### src/rtl/core/assert_macros.svh
// ----------------------------------------------------------------------------
// Assertion macros
// Shared concurrent assertion forms for the odometer RTL.
// ----------------------------------------------------------------------------
`ifndef ASSERT_MACROS_SVH
`define ASSERT_MACROS_SVH

// Check on the rising clock, switched off while reset is asserted.
`define WTO_ASSERT(lbl, clk, rst_n, prop, msg) \
  lbl: assert property (@(posedge clk) disable iff (!rst_n) prop) else $error(msg);

// Check on the rising clock, sampled through reset as well.
`define WTO_ASSERT_ALWAYS(lbl, clk, prop, msg) \
  lbl: assert property (@(posedge clk) prop) else $error(msg);

`endif

### src/rtl/core/wto_pkg.sv
// ----------------------------------------------------------------------------
// Wheel turn odometer package
// Field widths, angle thresholds, scale constants and shared types.
// ----------------------------------------------------------------------------
`timescale 1ns / 1ps

package wto_pkg;

  // Field widths
  localparam int unsigned ANGLE_W     = 16;
  localparam int unsigned RATE_W      = 17;
  localparam int unsigned RAD_W       = 18;
  localparam int unsigned OFF_W       = 32;
  localparam int unsigned CFG_W       = 32;
  localparam int unsigned DIST_W      = 43;
  localparam int unsigned SPEED_W     = 25;
  localparam int unsigned TURNS_W     = 21;
  localparam int unsigned IN_TDATA_W  = 40;
  localparam int unsigned OUT_TDATA_W = 96;

  // Default turn counter width
  localparam int unsigned TURN_BITS_DEF = 21;

  // Angle thresholds in 1/128 degree
  localparam logic [ANGLE_W-1:0] ANG_FULL = 16'd46080;  // 360 degrees
  localparam logic [ANGLE_W-1:0] ANG_HIGH = 16'd38400;  // 300 degrees
  localparam logic [ANGLE_W-1:0] ANG_LOW  = 16'd12800;  // 100 degrees

  // 2*pi/46080 as a 32-bit binary fraction
  localparam int unsigned SCALE_W   = 20;
  localparam logic [SCALE_W-1:0] SCALE_2PI = 20'd585635;
  localparam int unsigned FRAC_BITS = 32;

  // Speed: rate * radius / 1000; the magnitude of the product fits 34 bits
  localparam int unsigned SPEED_DIV = 1000;
  localparam int unsigned SPM_W     = 34;

  // Configuration register indexes
  typedef enum logic [1:0] {
    CFG_RADIUS    = 2'd0,
    CFG_OFFSET    = 2'd1,
    CFG_NEG_DIST  = 2'd2,
    CFG_NEG_SPEED = 2'd3
  } cfg_idx_e;

  // Control of a bit-serial unit
  typedef struct packed {
    logic load;
    logic step;
  } ser_ctl_t;

endpackage

### src/rtl/core/wto_serial_mul.sv
// ----------------------------------------------------------------------------
// Bit-serial multiplier
// Unsigned shift-add multiplier, one multiplier bit per step.
// ----------------------------------------------------------------------------
`timescale 1ns / 1ps

module wto_serial_mul import wto_pkg::*; #(
  parameter int unsigned MCAND_W = RAD_W + SCALE_W,
  parameter int unsigned MPLR_W  = RAD_W
) (
  input  logic                       clk_i,
  input  ser_ctl_t                   ctl_i,
  input  logic [MCAND_W-1:0]         mcand_i,  // held stable while stepping
  input  logic [MPLR_W-1:0]          mplr_i,   // taken on load
  output logic [MCAND_W+MPLR_W-1:0]  prod_o    // valid after MPLR_W steps
);

  localparam int unsigned PROD_W = MCAND_W + MPLR_W;

  logic [PROD_W:0]  p_q, p_d;
  logic [MCAND_W:0] sum;

  // Add the multiplicand to the upper half when the low bit is set, then
  // shift the whole product right by one.
  always_comb begin
    sum = p_q[PROD_W:MPLR_W] + (p_q[0] ? {1'b0, mcand_i} : {(MCAND_W+1){1'b0}});
    p_d = p_q;
    if (ctl_i.load) begin
      p_d = {{(MCAND_W+1){1'b0}}, mplr_i};
    end else if (ctl_i.step) begin
      p_d = {1'b0, sum, p_q[MPLR_W-1:1]};
    end
  end

  always_ff @(posedge clk_i) begin
    p_q <= p_d;
  end

  assign prod_o = p_q[PROD_W-1:0];

endmodule

### src/rtl/core/wto_const_div.sv
// ----------------------------------------------------------------------------
// Bit-serial constant divider
// Restoring division by the speed divisor, one quotient bit per step.
// ----------------------------------------------------------------------------
`timescale 1ns / 1ps

module wto_const_div import wto_pkg::*; #(
  parameter int unsigned DVD_W = SPM_W
) (
  input  logic             clk_i,
  input  ser_ctl_t         ctl_i,
  input  logic [DVD_W-1:0] dvd_i,  // taken on load
  output logic [DVD_W-1:0] quo_o   // valid after DVD_W steps
);

  localparam int unsigned REM_W = $clog2(SPEED_DIV);
  localparam logic [REM_W:0] DIVISOR = (REM_W+1)'(SPEED_DIV);

  logic [REM_W-1:0] rem_q, rem_d;
  logic [DVD_W-1:0] dq_q, dq_d;
  logic [REM_W:0]   trial;
  logic             ge;

  // Dividend bits leave at the top while quotient bits enter at the bottom.
  always_comb begin
    trial = {rem_q, dq_q[DVD_W-1]};
    ge    = (trial >= DIVISOR);
    rem_d = rem_q;
    dq_d  = dq_q;
    if (ctl_i.load) begin
      rem_d = '0;
      dq_d  = dvd_i;
    end else if (ctl_i.step) begin
      rem_d = ge ? REM_W'(trial - DIVISOR) : trial[REM_W-1:0];
      dq_d  = {dq_q[DVD_W-2:0], ge};
    end
  end

  always_ff @(posedge clk_i) begin
    rem_q <= rem_d;
    dq_q  <= dq_d;
  end

  assign quo_o = dq_q;

endmodule

### src/rtl/core/wheel_turn_odometer_unit.sv
// ----------------------------------------------------------------------------
// Wheel turn odometer
// Unwraps a wheel angle into a saturating turn count and reports distance,
// speed and turns for each sample, using bit-serial arithmetic.
// ----------------------------------------------------------------------------
//
//  Channel   Direction  Transaction contents (lowest bits first)
//  --------  ---------  ---------------------------------------------------
//  s_axis    in         angle_q7[15:0], wheel_rate_mrad_s[32:16]
//  m_axis    out        distance_um[42:0], speed_um_s[67:43], turns[88:68]
//  cfg       in         write of one register, index and data, no wait
//
//  Each sample passes through the sequencer states POS, KMUL, LOAD, DMUL,
//  FIN1 and FIN2 on its way to the result register, and the next sample
//  can be taken in the cycle after the result register is loaded. DMUL
//  runs the bit-serial distance multiplier, which walks one bit of the
//  position magnitude per cycle, after the radius scaling in KMUL. Reset
//  returns the turn state, the latches, the output valid flag, the sequencer
//  and the configuration registers to their reset values. A new sample is
//  taken as soon as the sequencer is idle, even while the previous result
//  waits at m_axis; a result stalled there holds the final step until the output register frees up.
// ----------------------------------------------------------------------------
`timescale 1ns / 1ps
`include "assert_macros.svh"

module wheel_turn_odometer_unit import wto_pkg::*; #(
  parameter int unsigned TURN_BITS = TURN_BITS_DEF  // 8 to 32
) (
  input  logic                   clk_i,
  input  logic                   rst_ni,

  // Sample stream
  input  logic                   s_axis_tvalid,
  output logic                   s_axis_tready,
  input  logic [IN_TDATA_W-1:0]  s_axis_tdata,   // angle_q7, wheel_rate_mrad_s

  // Result stream
  output logic                   m_axis_tvalid,
  input  logic                   m_axis_tready,
  output logic [OUT_TDATA_W-1:0] m_axis_tdata,   // distance_um, speed_um_s, turns

  // Configuration writes
  input  logic                   cfg_we_i,
  input  logic [1:0]             cfg_idx_i,
  input  logic [CFG_W-1:0]       cfg_wdata_i
);

  // --------------------------------------------------------------------------
  // Derived widths
  // --------------------------------------------------------------------------
  localparam int unsigned POS_W   = TURN_BITS + ANGLE_W + 1;  // signed position
  localparam int unsigned K_W     = RAD_W + SCALE_W;          // radius * scale
  localparam int unsigned PROD_W  = K_W + POS_W;              // |pos| * k
  localparam int unsigned Q_W     = PROD_W - FRAC_BITS;       // scaled magnitude
  localparam int unsigned D_W     = Q_W + 2;                  // signed difference
  localparam int unsigned SAT_W   = (D_W > DIST_W) ? D_W : DIST_W;
  localparam int unsigned SP_W    = RATE_W + 1 + RAD_W;       // speed product
  localparam int unsigned TX_W    = (TURN_BITS > TURNS_W) ? TURN_BITS : TURNS_W;
  localparam int unsigned STEPS_D = (POS_W > SPM_W) ? POS_W : SPM_W;
  localparam int unsigned CNT_W   = $clog2(STEPS_D + 1);

  localparam logic signed [TURN_BITS-1:0] TURN_MAX = {1'b0, {(TURN_BITS-1){1'b1}}};
  localparam logic signed [TURN_BITS-1:0] TURN_MIN = {1'b1, {(TURN_BITS-1){1'b0}}};

  localparam logic signed [SAT_W-1:0] DIST_MAX =
    {{(SAT_W-DIST_W+1){1'b0}}, {(DIST_W-1){1'b1}}};
  localparam logic signed [SAT_W-1:0] DIST_MIN = ~DIST_MAX;

  localparam logic [SPM_W-1:0] SPEED_LIM = SPM_W'(2**(SPEED_W-1));

  // Sequencer codes
  localparam logic [2:0] ST_IDLE = 3'd0;  // wait for a sample
  localparam logic [2:0] ST_POS  = 3'd1;  // form the angular position
  localparam logic [2:0] ST_KMUL = 3'd2;  // radius * scale, rate * radius
  localparam logic [2:0] ST_LOAD = 3'd3;  // prime the multiplier and divider
  localparam logic [2:0] ST_DMUL = 3'd4;  // |pos| * k, speed / 1000
  localparam logic [2:0] ST_FIN1 = 3'd5;  // round, sign, saturate speed
  localparam logic [2:0] ST_FIN2 = 3'd6;  // offset, saturate distance, emit

  // --------------------------------------------------------------------------
  // Configuration registers
  // --------------------------------------------------------------------------
  logic [RAD_W-1:0]        radius_q;
  logic signed [OFF_W-1:0] offset_q;
  logic                    neg_dist_q;
  logic                    neg_spd_q;

  always_ff @(posedge clk_i or negedge rst_ni) begin
    if (!rst_ni) begin
      radius_q   <= RAD_W'(50000);
      offset_q   <= '0;
      neg_dist_q <= 1'b0;
      neg_spd_q  <= 1'b0;
    end else if (cfg_we_i) begin
      case (cfg_idx_e'(cfg_idx_i))
        CFG_RADIUS:    radius_q   <= cfg_wdata_i[RAD_W-1:0];
        CFG_OFFSET:    offset_q   <= cfg_wdata_i[OFF_W-1:0];
        CFG_NEG_DIST:  neg_dist_q <= cfg_wdata_i[0];
        CFG_NEG_SPEED: neg_spd_q  <= cfg_wdata_i[0];
        default: ;
      endcase
    end
  end

  // --------------------------------------------------------------------------
  // Sample acceptance and turn unwrapping
  // --------------------------------------------------------------------------
  logic [2:0]                state_q, state_d;
  logic [CNT_W-1:0]          cnt_q, cnt_d;
  logic                      in_acc;
  logic [ANGLE_W-1:0]        in_angle;
  logic signed [RATE_W-1:0]  in_rate;

  logic [ANGLE_W-1:0]           prev_angle_q, prev_angle_d;
  logic signed [TURN_BITS-1:0]  turn_cnt_q, turn_cnt_d;
  logic                         up_q, up_d, down_q, down_d;
  logic signed [RATE_W-1:0]     rate_q;
  logic                         up_hit, down_hit, rearm;

  assign s_axis_tready = (state_q == ST_IDLE);
  assign in_acc        = s_axis_tvalid && s_axis_tready;
  assign in_angle      = s_axis_tdata[ANGLE_W-1:0];
  assign in_rate       = s_axis_tdata[ANGLE_W+RATE_W-1:ANGLE_W];

  // Forward wrap counts up, backward wrap counts down; each latch blocks a
  // second count in its direction until a rearm or a count the other way.
  always_comb begin
    up_hit   = (prev_angle_q > ANG_HIGH) && (prev_angle_q <= ANG_FULL) &&
               (in_angle < ANG_LOW);
    down_hit = (prev_angle_q < ANG_LOW) && (in_angle > ANG_HIGH) &&
               (in_angle <= ANG_FULL);
    rearm    = (in_angle > ANG_LOW) && (prev_angle_q < ANG_HIGH);

    prev_angle_d = prev_angle_q;
    turn_cnt_d   = turn_cnt_q;
    up_d         = up_q;
    down_d       = down_q;
    if (in_acc) begin
      prev_angle_d = in_angle;
      if (up_hit) begin
        if (!up_q) begin
          if (turn_cnt_q != TURN_MAX) begin
            turn_cnt_d = turn_cnt_q + TURN_BITS'(1);
          end
          up_d   = 1'b1;
          down_d = 1'b0;
        end
      end else if (down_hit) begin
        if (!down_q) begin
          if (turn_cnt_q != TURN_MIN) begin
            turn_cnt_d = turn_cnt_q - TURN_BITS'(1);
          end
          down_d = 1'b1;
          up_d   = 1'b0;
        end
      end else if (rearm) begin
        up_d   = 1'b0;
        down_d = 1'b0;
      end
    end
  end

  always_ff @(posedge clk_i or negedge rst_ni) begin
    if (!rst_ni) begin
      prev_angle_q <= '0;
      turn_cnt_q   <= '0;
      up_q         <= 1'b0;
      down_q       <= 1'b0;
    end else begin
      prev_angle_q <= prev_angle_d;
      turn_cnt_q   <= turn_cnt_d;
      up_q         <= up_d;
      down_q       <= down_d;
    end
  end

  always_ff @(posedge clk_i) begin
    if (in_acc) begin
      rate_q <= in_rate;
    end
  end

  // --------------------------------------------------------------------------
  // Angular position: turns * 46080 + angle, 46080 = 45 * 1024
  // --------------------------------------------------------------------------
  logic signed [POS_W-1:0] turn_x;
  logic signed [POS_W-1:0] pos_q;
  logic [POS_W-1:0]        mag_q;
  logic                    pos_neg_q;

  assign turn_x = POS_W'(turn_cnt_q);

  always_ff @(posedge clk_i) begin
    if (state_q == ST_POS) begin
      pos_q <= (turn_x <<< 15) + (turn_x <<< 13) + (turn_x <<< 12) +
               (turn_x <<< 10) + POS_W'(prev_angle_q);
    end
    // Take the magnitude while the scale product builds up
    if (state_q == ST_KMUL) begin
      pos_neg_q <= pos_q[POS_W-1];
      mag_q     <= pos_q[POS_W-1] ? POS_W'(-pos_q) : pos_q;
    end
  end

  // --------------------------------------------------------------------------
  // Serial units
  // --------------------------------------------------------------------------
  ser_ctl_t           kmul_ctl, dmul_ctl, div_ctl;
  logic [K_W-1:0]     k_prod;
  logic [PROD_W-1:0]  d_prod;
  logic [SPM_W-1:0]   spd_quo;

  always_comb begin
    kmul_ctl.load = (state_q == ST_POS);
    kmul_ctl.step = (state_q == ST_KMUL);
    dmul_ctl.load = (state_q == ST_LOAD);
    dmul_ctl.step = (state_q == ST_DMUL) && (cnt_q < CNT_W'(POS_W));
    div_ctl.load  = (state_q == ST_LOAD);
    div_ctl.step  = (state_q == ST_DMUL) && (cnt_q < CNT_W'(SPM_W));
  end

  // Radius times the 2*pi scale, one radius bit a cycle
  wto_serial_mul #(
    .MCAND_W (SCALE_W),
    .MPLR_W  (RAD_W)
  ) u_kmul (
    .clk_i   (clk_i),
    .ctl_i   (kmul_ctl),
    .mcand_i (SCALE_2PI),
    .mplr_i  (radius_q),
    .prod_o  (k_prod)
  );

  // Position magnitude times the scaled radius, one position bit a cycle
  wto_serial_mul #(
    .MCAND_W (K_W),
    .MPLR_W  (POS_W)
  ) u_dmul (
    .clk_i   (clk_i),
    .ctl_i   (dmul_ctl),
    .mcand_i (k_prod),
    .mplr_i  (mag_q),
    .prod_o  (d_prod)
  );

  // Signed rate times radius: arithmetic shift-add over the radius bits
  logic [SP_W-1:0]         sp_q, sp_d;
  logic signed [RATE_W:0]  sp_sum;
  logic [SP_W-1:0]         sp_mag;
  logic                    spd_neg_q;

  always_comb begin
    sp_sum = $signed(sp_q[SP_W-1:RAD_W]) +
             (sp_q[0] ? $signed((RATE_W+1)'(rate_q)) : $signed((RATE_W+1)'(0)));
    sp_d   = sp_q;
    if (state_q == ST_POS) begin
      sp_d = {{(RATE_W+1){1'b0}}, radius_q};
    end else if (state_q == ST_KMUL) begin
      sp_d = {sp_sum[RATE_W], sp_sum, sp_q[RAD_W-1:1]};
    end
    sp_mag = sp_q[SP_W-1] ? (~sp_q + SP_W'(1)) : sp_q;
  end

  always_ff @(posedge clk_i) begin
    sp_q <= sp_d;
    if (state_q == ST_LOAD) begin
      spd_neg_q <= sp_q[SP_W-1];
    end
  end

  // Speed magnitude divided by 1000, truncating toward zero once signed
  wto_const_div #(
    .DVD_W (SPM_W)
  ) u_div (
    .clk_i (clk_i),
    .ctl_i (div_ctl),
    .dvd_i (sp_mag[SPM_W-1:0]),
    .quo_o (spd_quo)
  );

  // --------------------------------------------------------------------------
  // Result shaping
  // --------------------------------------------------------------------------
  logic [Q_W-1:0]          q_mag;
  logic                    q_rnd;
  logic signed [Q_W:0]     sq_q;
  logic                    spd_fneg;
  logic                    spd_sat;
  logic [SPM_W-1:0]        spd_neg_val;
  logic [SPEED_W-1:0]      speed_res_q;

  // Floor of a negative product: round the magnitude up when any fraction
  // bit is set, and fold that into the two's complement.
  always_comb begin
    q_mag       = d_prod[PROD_W-1:FRAC_BITS];
    q_rnd       = pos_neg_q && (|d_prod[FRAC_BITS-1:0]);
    spd_fneg    = spd_neg_q ^ neg_spd_q;
    spd_sat     = spd_fneg ? (spd_quo > SPEED_LIM) : (spd_quo >= SPEED_LIM);
    spd_neg_val = ~spd_quo + SPM_W'(1);
  end

  always_ff @(posedge clk_i) begin
    if (state_q == ST_FIN1) begin
      sq_q <= pos_neg_q ? (~{1'b0, q_mag} + (Q_W+1)'(!q_rnd)) : {1'b0, q_mag};
      if (spd_sat) begin
        speed_res_q <= spd_fneg ? {1'b1, {(SPEED_W-1){1'b0}}}
                                : {1'b0, {(SPEED_W-1){1'b1}}};
      end else begin
        speed_res_q <= spd_fneg ? spd_neg_val[SPEED_W-1:0] : spd_quo[SPEED_W-1:0];
      end
    end
  end

  logic signed [D_W-1:0]   sq_x, off_x, dist_raw;
  logic signed [SAT_W-1:0] dist_x;
  logic [DIST_W-1:0]       dist_sat;
  logic signed [TX_W-1:0]  turn_ext;

  always_comb begin
    sq_x     = D_W'(sq_q);
    off_x    = D_W'(offset_q);
    dist_raw = neg_dist_q ? (off_x - sq_x) : (sq_x - off_x);
    dist_x   = SAT_W'(dist_raw);
    if (dist_x > DIST_MAX) begin
      dist_sat = DIST_MAX[DIST_W-1:0];
    end else if (dist_x < DIST_MIN) begin
      dist_sat = DIST_MIN[DIST_W-1:0];
    end else begin
      dist_sat = dist_x[DIST_W-1:0];
    end
    turn_ext = TX_W'(turn_cnt_q);
  end

  // --------------------------------------------------------------------------
  // Output register
  // --------------------------------------------------------------------------
  logic                 out_valid_q;
  logic                 out_load;
  logic [DIST_W-1:0]    dist_o_q;
  logic [SPEED_W-1:0]   speed_o_q;
  logic [TURNS_W-1:0]   turns_o_q;

  // Emit only when the output register is empty or being drained
  assign out_load = (state_q == ST_FIN2) && (!out_valid_q || m_axis_tready);

  always_ff @(posedge clk_i or negedge rst_ni) begin
    if (!rst_ni) begin
      out_valid_q <= 1'b0;
    end else if (out_load) begin
      out_valid_q <= 1'b1;
    end else if (m_axis_tready) begin
      out_valid_q <= 1'b0;
    end
  end

  always_ff @(posedge clk_i) begin
    if (out_load) begin
      dist_o_q  <= dist_sat;
      speed_o_q <= speed_res_q;
      turns_o_q <= turn_ext[TURNS_W-1:0];
    end
  end

  assign m_axis_tvalid = out_valid_q;
  assign m_axis_tdata  = {(OUT_TDATA_W-DIST_W-SPEED_W-TURNS_W)'(0),
                          turns_o_q, speed_o_q, dist_o_q};

  // --------------------------------------------------------------------------
  // Sequencer
  // --------------------------------------------------------------------------
  always_comb begin
    state_d = state_q;
    cnt_d   = cnt_q;
    case (state_q)
      ST_IDLE: begin
        if (in_acc) begin
          state_d = ST_POS;
        end
      end
      ST_POS: begin
        cnt_d   = '0;
        state_d = ST_KMUL;
      end
      ST_KMUL: begin
        cnt_d = cnt_q + CNT_W'(1);
        if (cnt_q == CNT_W'(RAD_W - 1)) begin
          state_d = ST_LOAD;
        end
      end
      ST_LOAD: begin
        cnt_d   = '0;
        state_d = ST_DMUL;
      end
      ST_DMUL: begin
        cnt_d = cnt_q + CNT_W'(1);
        if (cnt_q == CNT_W'(STEPS_D - 1)) begin
          state_d = ST_FIN1;
        end
      end
      ST_FIN1: begin
        state_d = ST_FIN2;
      end
      ST_FIN2: begin
        if (out_load) begin
          state_d = ST_IDLE;
        end
      end
      default: begin
        state_d = ST_IDLE;
      end
    endcase
  end

  always_ff @(posedge clk_i or negedge rst_ni) begin
    if (!rst_ni) begin
      state_q <= ST_IDLE;
      cnt_q   <= '0;
    end else begin
      state_q <= state_d;
      cnt_q   <= cnt_d;
    end
  end

  // --------------------------------------------------------------------------
  // Assertions
  // --------------------------------------------------------------------------
  `WTO_ASSERT(a_accept_starts, clk_i, rst_ni, in_acc |=> (state_q == ST_POS), "accepted sample did not start the sequencer")
  `WTO_ASSERT(a_turns_only_on_accept, clk_i, rst_ni, !in_acc |=> $stable(turn_cnt_q), "turn count moved without a sample")
  `WTO_ASSERT(a_fin_after_mul, clk_i, rst_ni, (state_q == ST_FIN1) |-> ($past(state_q) == ST_DMUL), "result shaping entered before the serial multiply ended")
  `WTO_ASSERT(a_stall_holds_fin, clk_i, rst_ni, ((state_q == ST_FIN2) && out_valid_q && !m_axis_tready) |=> (state_q == ST_FIN2), "result overwrote a stalled transaction")
  `WTO_ASSERT_ALWAYS(a_latches_exclusive, clk_i, !rst_ni || !(up_q && down_q), "up and down latches both set")

endmodule

### config.mk
export PLATFORM = sky130hd
export DESIGN_NAME = wheel_turn_odometer_unit
export DESIGN_NICKNAME = d
export VERILOG_FILES = /design/src/rtl/core/wto_pkg.sv /design/src/rtl/core/wto_serial_mul.sv /design/src/rtl/core/wto_const_div.sv /design/src/rtl/core/wheel_turn_odometer_unit.sv
export VERILOG_INCLUDE_DIRS = /design/src /design/src/rtl/core
export SDC_FILE = /design/constraint.sdc
export NUM_CORES = 1
export LEC_CHECK = 0
export BUFFER_PORTS_ARGS = -buffer_cell sky130_fd_sc_hd__buf_2
export CORE_ASPECT_RATIO = 1.2
export CORE_UTILIZATION = 57
export DETAILED_ROUTE_END_ITERATION = 12
export GPL_TIMING_DRIVEN = 0
export MAX_ROUTING_LAYER = met4
export PLACE_DENSITY = 0.78
export SLEW_MARGIN = 20
export SYNTH_ARGS = -nofsm -noshare
export SYNTH_HDL_FRONTEND = slang
export SYNTH_HIERARCHICAL = 1
export SYNTH_SLANG_ARGS = --single-unit
### constraint.sdc
create_clock -name clk_i -period 4.6 [get_ports clk_i]
set_clock_uncertainty 0.1 [all_clocks]
set_input_delay 0.23 -clock clk_i [delete_from_list [all_inputs] [get_ports clk_i]]
set_output_delay 0.23 -clock clk_i [all_outputs]
set_load 0.05 [all_outputs]
# Yosys cells after proc, flatten, opt, wreduce, memory -nomap -nowiden
# Cells that the tools add are included.
[totals]
wordCells = 164
input_bits = 79
out_inout_bits = 98
register_bits = 548
[op_classes]
mux = 42
magnitude_cmp = 15
eq_ne = 21
n_reduce_logical = 34
addsub = 17
bitwise = 4
[op_table]
columns = ["cell", "count"]
rows = [
  ["21-bit two-way mux", 6],
  ["38-bit two-way mux", 3],
  ["34-bit two-way mux", 3],
  ["18-bit two-way mux", 5],
  ["25-bit two-way mux", 3],
  ["46-bit by 43-bit > comparator with 1-bit output, second input constant", 1],
  ["46-bit by 43-bit less-than comparator with 1-bit output, second input constant", 1],
  ["46-bit two-way mux", 1],
  ["32-bit by 45-bit subtractor with 46-bit output", 1],
  ["45-bit by 32-bit subtractor with 46-bit output", 1],
  ["45-bit by 1-bit adder with 45-bit output", 1],
  ["44-bit inverter with 45-bit output", 1],
  ["44-bit two-way mux", 1],
  ["43-bit two-way mux", 1],
  ["21-bit inequality test, second input constant", 2],
  ["38-bit by 38-bit adder with 39-bit output", 1],
  ["37-bit by 33-bit adder with 38-bit output", 1],
  ["38-bit by 16-bit adder with 38-bit output", 1],
  ["38-bit adder", 1],
  ["38-bit negation", 1],
  ["36-bit by 34-bit adder with 37-bit output", 1],
  ["37-bit two-way mux", 1],
  ["34-bit by 1-bit adder with 34-bit output, second input constant", 1],
  ["34-bit by 25-bit >= comparator with 1-bit output, second input constant", 1],
  ["47 further kinds", 93],
]

# Longest topological paths before layout
[depth]
word_depth = 5
depth_mapped = 16
mapped_depth_nobuf = 16

# Modules after synthesis
# The synthesis kept the hierarchy.
[by_module_without_submodules]
columns = ["mod", "cells_per_inst", "n_inst", "seq_area_each_um2", "area_each_um2"]
rows = [
  ["wheel_turn_odometer_unit", 2596, 1, 11043.1, 26107.5],
  ["wto_serial_mul (u_dmul)", 567, 1, 1901.8, 5367.6],
  ["wto_serial_mul (u_kmul)", 248, 1, 940.9, 2552.4],
  ["wto_const_div", 137, 1, 1221.2, 1966.9],
]

# Worst setup path after synthesis
# No wires, ideal clock.
[synth_timing]
path_type = "register to register"
startpoint = "register out_valid_q, in the netlist m_axis_tvalid"
endpoint = "register dist_o_q[0], enable pin"
required_ns = 3.963
stages_incl_launch_ff = 4
setup_ns = 0.537
path_buffers = 0
slack_ns = -0.585
period_less_slack_ns = 5.185
arrival_ns = 4.548
path_cell_list = "dfrtp_1 > nand2b_1 > nand2_1 > nor2_1"
[synth_via]
elab_chain_cells = 3
[synth_lines]
columns = ["element", "line", "source"]
rows = [
  ["start: declaration", "wheel_turn_odometer_unit.sv:337", "logic out_valid_q;"],
  ["start signal: assignment", "wheel_turn_odometer_unit.sv:348", "out_valid_q <= 1'b0;"],
  ["start signal: assignment", "wheel_turn_odometer_unit.sv:350", "out_valid_q <= 1'b1;"],
  ["start signal: assignment", "wheel_turn_odometer_unit.sv:352", "out_valid_q <= 1'b0;"],
  ["1-bit logical NOT", "wheel_turn_odometer_unit.sv:344", "assign out_load = (state_q == ST_FIN2) && (!out_valid_q || m_axis_tready);"],
  ["1-bit logical OR", "wheel_turn_odometer_unit.sv:344", ""],
  ["1-bit logical AND", "wheel_turn_odometer_unit.sv:344", ""],
  ["net out_load", "wheel_turn_odometer_unit.sv:338", "logic out_load;"],
  ["end signal: assignment", "wheel_turn_odometer_unit.sv:358", "dist_o_q <= dist_sat;"],
  ["end: declaration", "wheel_turn_odometer_unit.sv:339", "logic [DIST_W-1:0] dist_o_q;"],
]
# The timed path passes the listed nets, and every way through them passes these cells.
# A chain may end at the register's enable or synchronous reset.

# Final worst setup path
[layout_timing]
startpoint = "register sq_q[0]"
endpoint = "register dist_o_q[24] (data pin)"
[layout_via]
elab_chain_cells = 4
elab_cells_between_ends = 6
cone_classes = "add/sub: 2; order compare: 2; mux: 2"
[layout_lines]
columns = ["element", "line", "source"]
rows = [
  ["start: declaration", "wheel_turn_odometer_unit.sv:286", "logic signed [Q_W:0] sq_q;"],
  ["start signal: assignment", "wheel_turn_odometer_unit.sv:304", "sq_q <= pos_neg_q ? (~{1'b0, q_mag} + (Q_W+1)'(!q_rnd)) : {1'b0, q_mag};"],
  ["45-bit by 32-bit subtractor with 46-bit output / 32-bit by 45-bit subtractor with 46-bit output (equally long branches)", "wheel_turn_odometer_unit.sv:322", "dist_raw = neg_dist_q ? (off_x - sq_x) : (sq_x - off_x);"],
  ["46-bit two-way mux *", "wheel_turn_odometer_unit.sv:322", ""],
  ["46-bit by 43-bit less-than comparator with 1-bit output", "wheel_turn_odometer_unit.sv:326", "end else if (dist_x < DIST_MIN) begin"],
  ["43-bit two-way mux", "wheel_turn_odometer_unit.sv:326", ""],
]
# Every way passes the cells marked *; elsewhere a longest branch is shown, timed or not.

==> impl_metrics.ini <==
[run_status]
outcome = finished clean

[cts]
cts_tree = done
htree_levels = 2
numCtsBuffers = 56
clk_path_buf_depth = 3
cts_sinks = 548
cts_root_buf = clkbuf_16
clkSlewWorstSetupHoldPaths_ns = 0.07
clk_latency_ns = 0.64

[yosys]
synth-seq-cells = 548
yosys.area.top_type = edfxtp_1
synth_edf_count = 362
yosysMostFrequentCell = edfxtp_1
synthTopCellsByCount = 362 x edfxtp_1, 323 x a21oi_1, 276 x nand2_1
synthesis.area_mm2 = 0.03599
synth_cell_types = 103
yosysWarnings = 6
syn_avg_cell_area_um2 = 10.15
yosys-top-cells-area = edfxtp_1 30%, ha_1 8.5%, dfrtp_1 6.6%, mux2_2 5.5%, xnor2_1 5.1%
async_flop_share_pct = 18.43
netlist_instances = 3548
ys.flop_type = edfxtp_1
synth_top_area_share_pct = 30.20
ys_seq_area_share_pct = 41.97

[final_layout]
syn2layout_area_growth_pct = 14.44
nets = 4262
drive_above_1_share_pct = 14.91
fin_cells = 4753
final_util_pct = 66.24
fin_area_mm2 = 0.04119
n_antenna_cell = 0

[placement]
dp.cells = 4559
post_dp_cell_area_mm2 = 0.03813
gp_congestion = 1.008
hpwl_um = 70980
numPortBuffers = 162

[timing]
finalHoldViolations = 0
post-route-period-util_pct = 97.30
tightest_slew_ns = 0.9936
fin_crit_ns = 4.476
fmax_ghz = 0.2234
setup_viol = 0
relSlewSlack_pct = 33.76
drv_slew = 0
rsz0062_at_grt = yes
tns_ns = 0

[detailed_routing]
routed_wirelength_um = 94320
wl_per_cell_um = 19.84
drc = 0
ant_nets = 0
drt-initial-drc-count = 2380
vias = 28644
avgViaCountPerCell = 6.027
drtPass1Iterations = 6

[global_routing]
grt_pass1_vias = 28495
grtUsageMet1_pct = 35.75
use_met3_pct = 2.940
grt_antenna_before_repair = 0
grt_most_used_layer = met2
grt_max_degree = 54
grt_pass1_wl_um = 149900
use_met2_pct = 52.67
gr-total-overflow = 0
globalRouteTotalUtil_pct = 30.09

[critical_path]
r2r_end = dist_o_q[24]
r2r_cells = 15
cp_data_arrival_time_ns = 4.74
cp_data_required_time_ns = 4.86
path_max_fanout = 10
setup.worst_path.class = register to register
timing.reg2reg.setup_slack_ns = 0.12
start_kind = register
worstReg2RegStart = sq_q[0]
cp-end-kind = register

[die]
die_w_um = 231.4
die_area_mm2 = 0.06416
fp-row-count = 100
start_util_pct = 57.88
io_pins = 177
fp.dieH_um = 277.3
core_area_mm2 = 0.06218

[power]
p_leak_nw = 16.38
fin_total_pwr_w = 0.02871
powerDensity_mw_per_mm2 = 697.1
ir_drop_uv = 783.0

[run]
max_cap_violations = 0

[hold_path]
hold_class = primary input to asynchronous set/reset pin
[state kept, by name, summed over array words and instances, names as in the netlist, 21 cells and up]
register	flops
turn_cnt_q	21
u_div/quo_o	34
mag_q	38
speed_res_q	25
speed_o_q	25
pos_q	38
turns_o_q	21
offset_q	32
sp_q	35
dist_o_q	43
u_kmul/p_q	38
u_dmul/p_q	76
sq_q	45
[repair_timing]
action                                  CTS  global route
hold buffers                             71             0
pin swaps                                 1            13
setup buffers                             6            13
endpoints found under the hold margin   181             0
endpoints found under the setup margin   56            55
resized for setup                        31            37
cloned                                    1             0
[stage by stage]
stage / setup WS [ns] / hold WS (ns)
floorplan: 0.2859 / -0.1656
global placement: -1.222 / 0.3033
detailed placement: -1.207 / 0.1200
CTS: 0.006516 / 0.03071
global route: -0.01649 / 0.06053
finish: 0.1240 / 0.02766
[critical path: stages (launching register included)]
cell	delay, ns
edfxtp_1	0.49
ha_1	0.25
inv_1	0.07
fa_1	0.40
a21o_1	0.22
a221oi_4	0.36
o21bai_1	0.17
a21oi_1	0.35
a211oi_1	0.22
or3_1	0.39
o211ai_1	0.12
xnor2_1	0.20
o31ai_4	0.34
buf_12	0.16
clkbuf_2	0.20
a21oi_1	0.14
[how the worst max path moves through the flow]
stage,to,from
floorplan,pos_q[35],turn_cnt_q[1]
global placement,sq_q[43],state_q[0]
detailed placement,dist_o_q[24],offset_q[31]
CTS,dist_o_q[24],offset_q[31]
global route,pos_q[35],turn_cnt_q[0]
finish,dist_o_q[24],sq_q[0]
[cell type report]
class / instances / area (µm²)
fill: 4754 / 20990
multi-input combinational: 2690 / 19900
sequential: 548 / 15120
timing repair buffer: 260 / 1866
clock buffer: 81 / 1588
tap: 816 / 1021
inverter: 174 / 660.6
buffer: 159 / 655.6
clock inverter: 24 / 380.4
timing repair inverter: 1 / 5.005
[logic make-up after synthesis]
| group | Yosys count | share of synthesized area [%] |
|---|---|---|
| xor gates and xnor gates | 274 | 6.667 |
| adders and majority gates | 293 | 11.19 |
| buffers and inverters | 335 | 3.629 |
| other | 2 | 0.02086 |
| AOI/OAI and AO/OA | 955 | 16.78 |
| muxes | 216 | 6.622 |
| DFF | 548 | 41.97 |
| and+or+nand+nor | 925 | 13.12 |
[layout by cell type (no fill, tap or decap), types with 58 or more instances in the layout]
cell and count:
clkbuf_1 135, inv_1 168, nand2_1 275, o21ai_0 221
nor2_1 174, xor2_1 63, a21o_1 58, clkbuf_16 58
ha_1 244, and2_1 85, nor3_1 65, dlygate4sd3_1 71
edfxtp_1 362, xnor2_1 209, dfxtp_1 85, dfrtp_1 90
mux2_2 177, a21oi_1 318, buf_2 166
[where the power goes]
part,leakage (nW),switching [W],internal (W)
Combinational,10.2,0.00867,0.00606
Clock,0.944,0.00198,0.00286
Sequential,5.25,0.00152,0.00762
[layer usage]
layer,vias to the layer above,wire length (µm)
li1,13697,-
met1,13848,38160
met2,858,48110
met3,241,4594
met4,0,3463
met5,-,0
No activity file was read; power rests on OpenSTA's default activity.
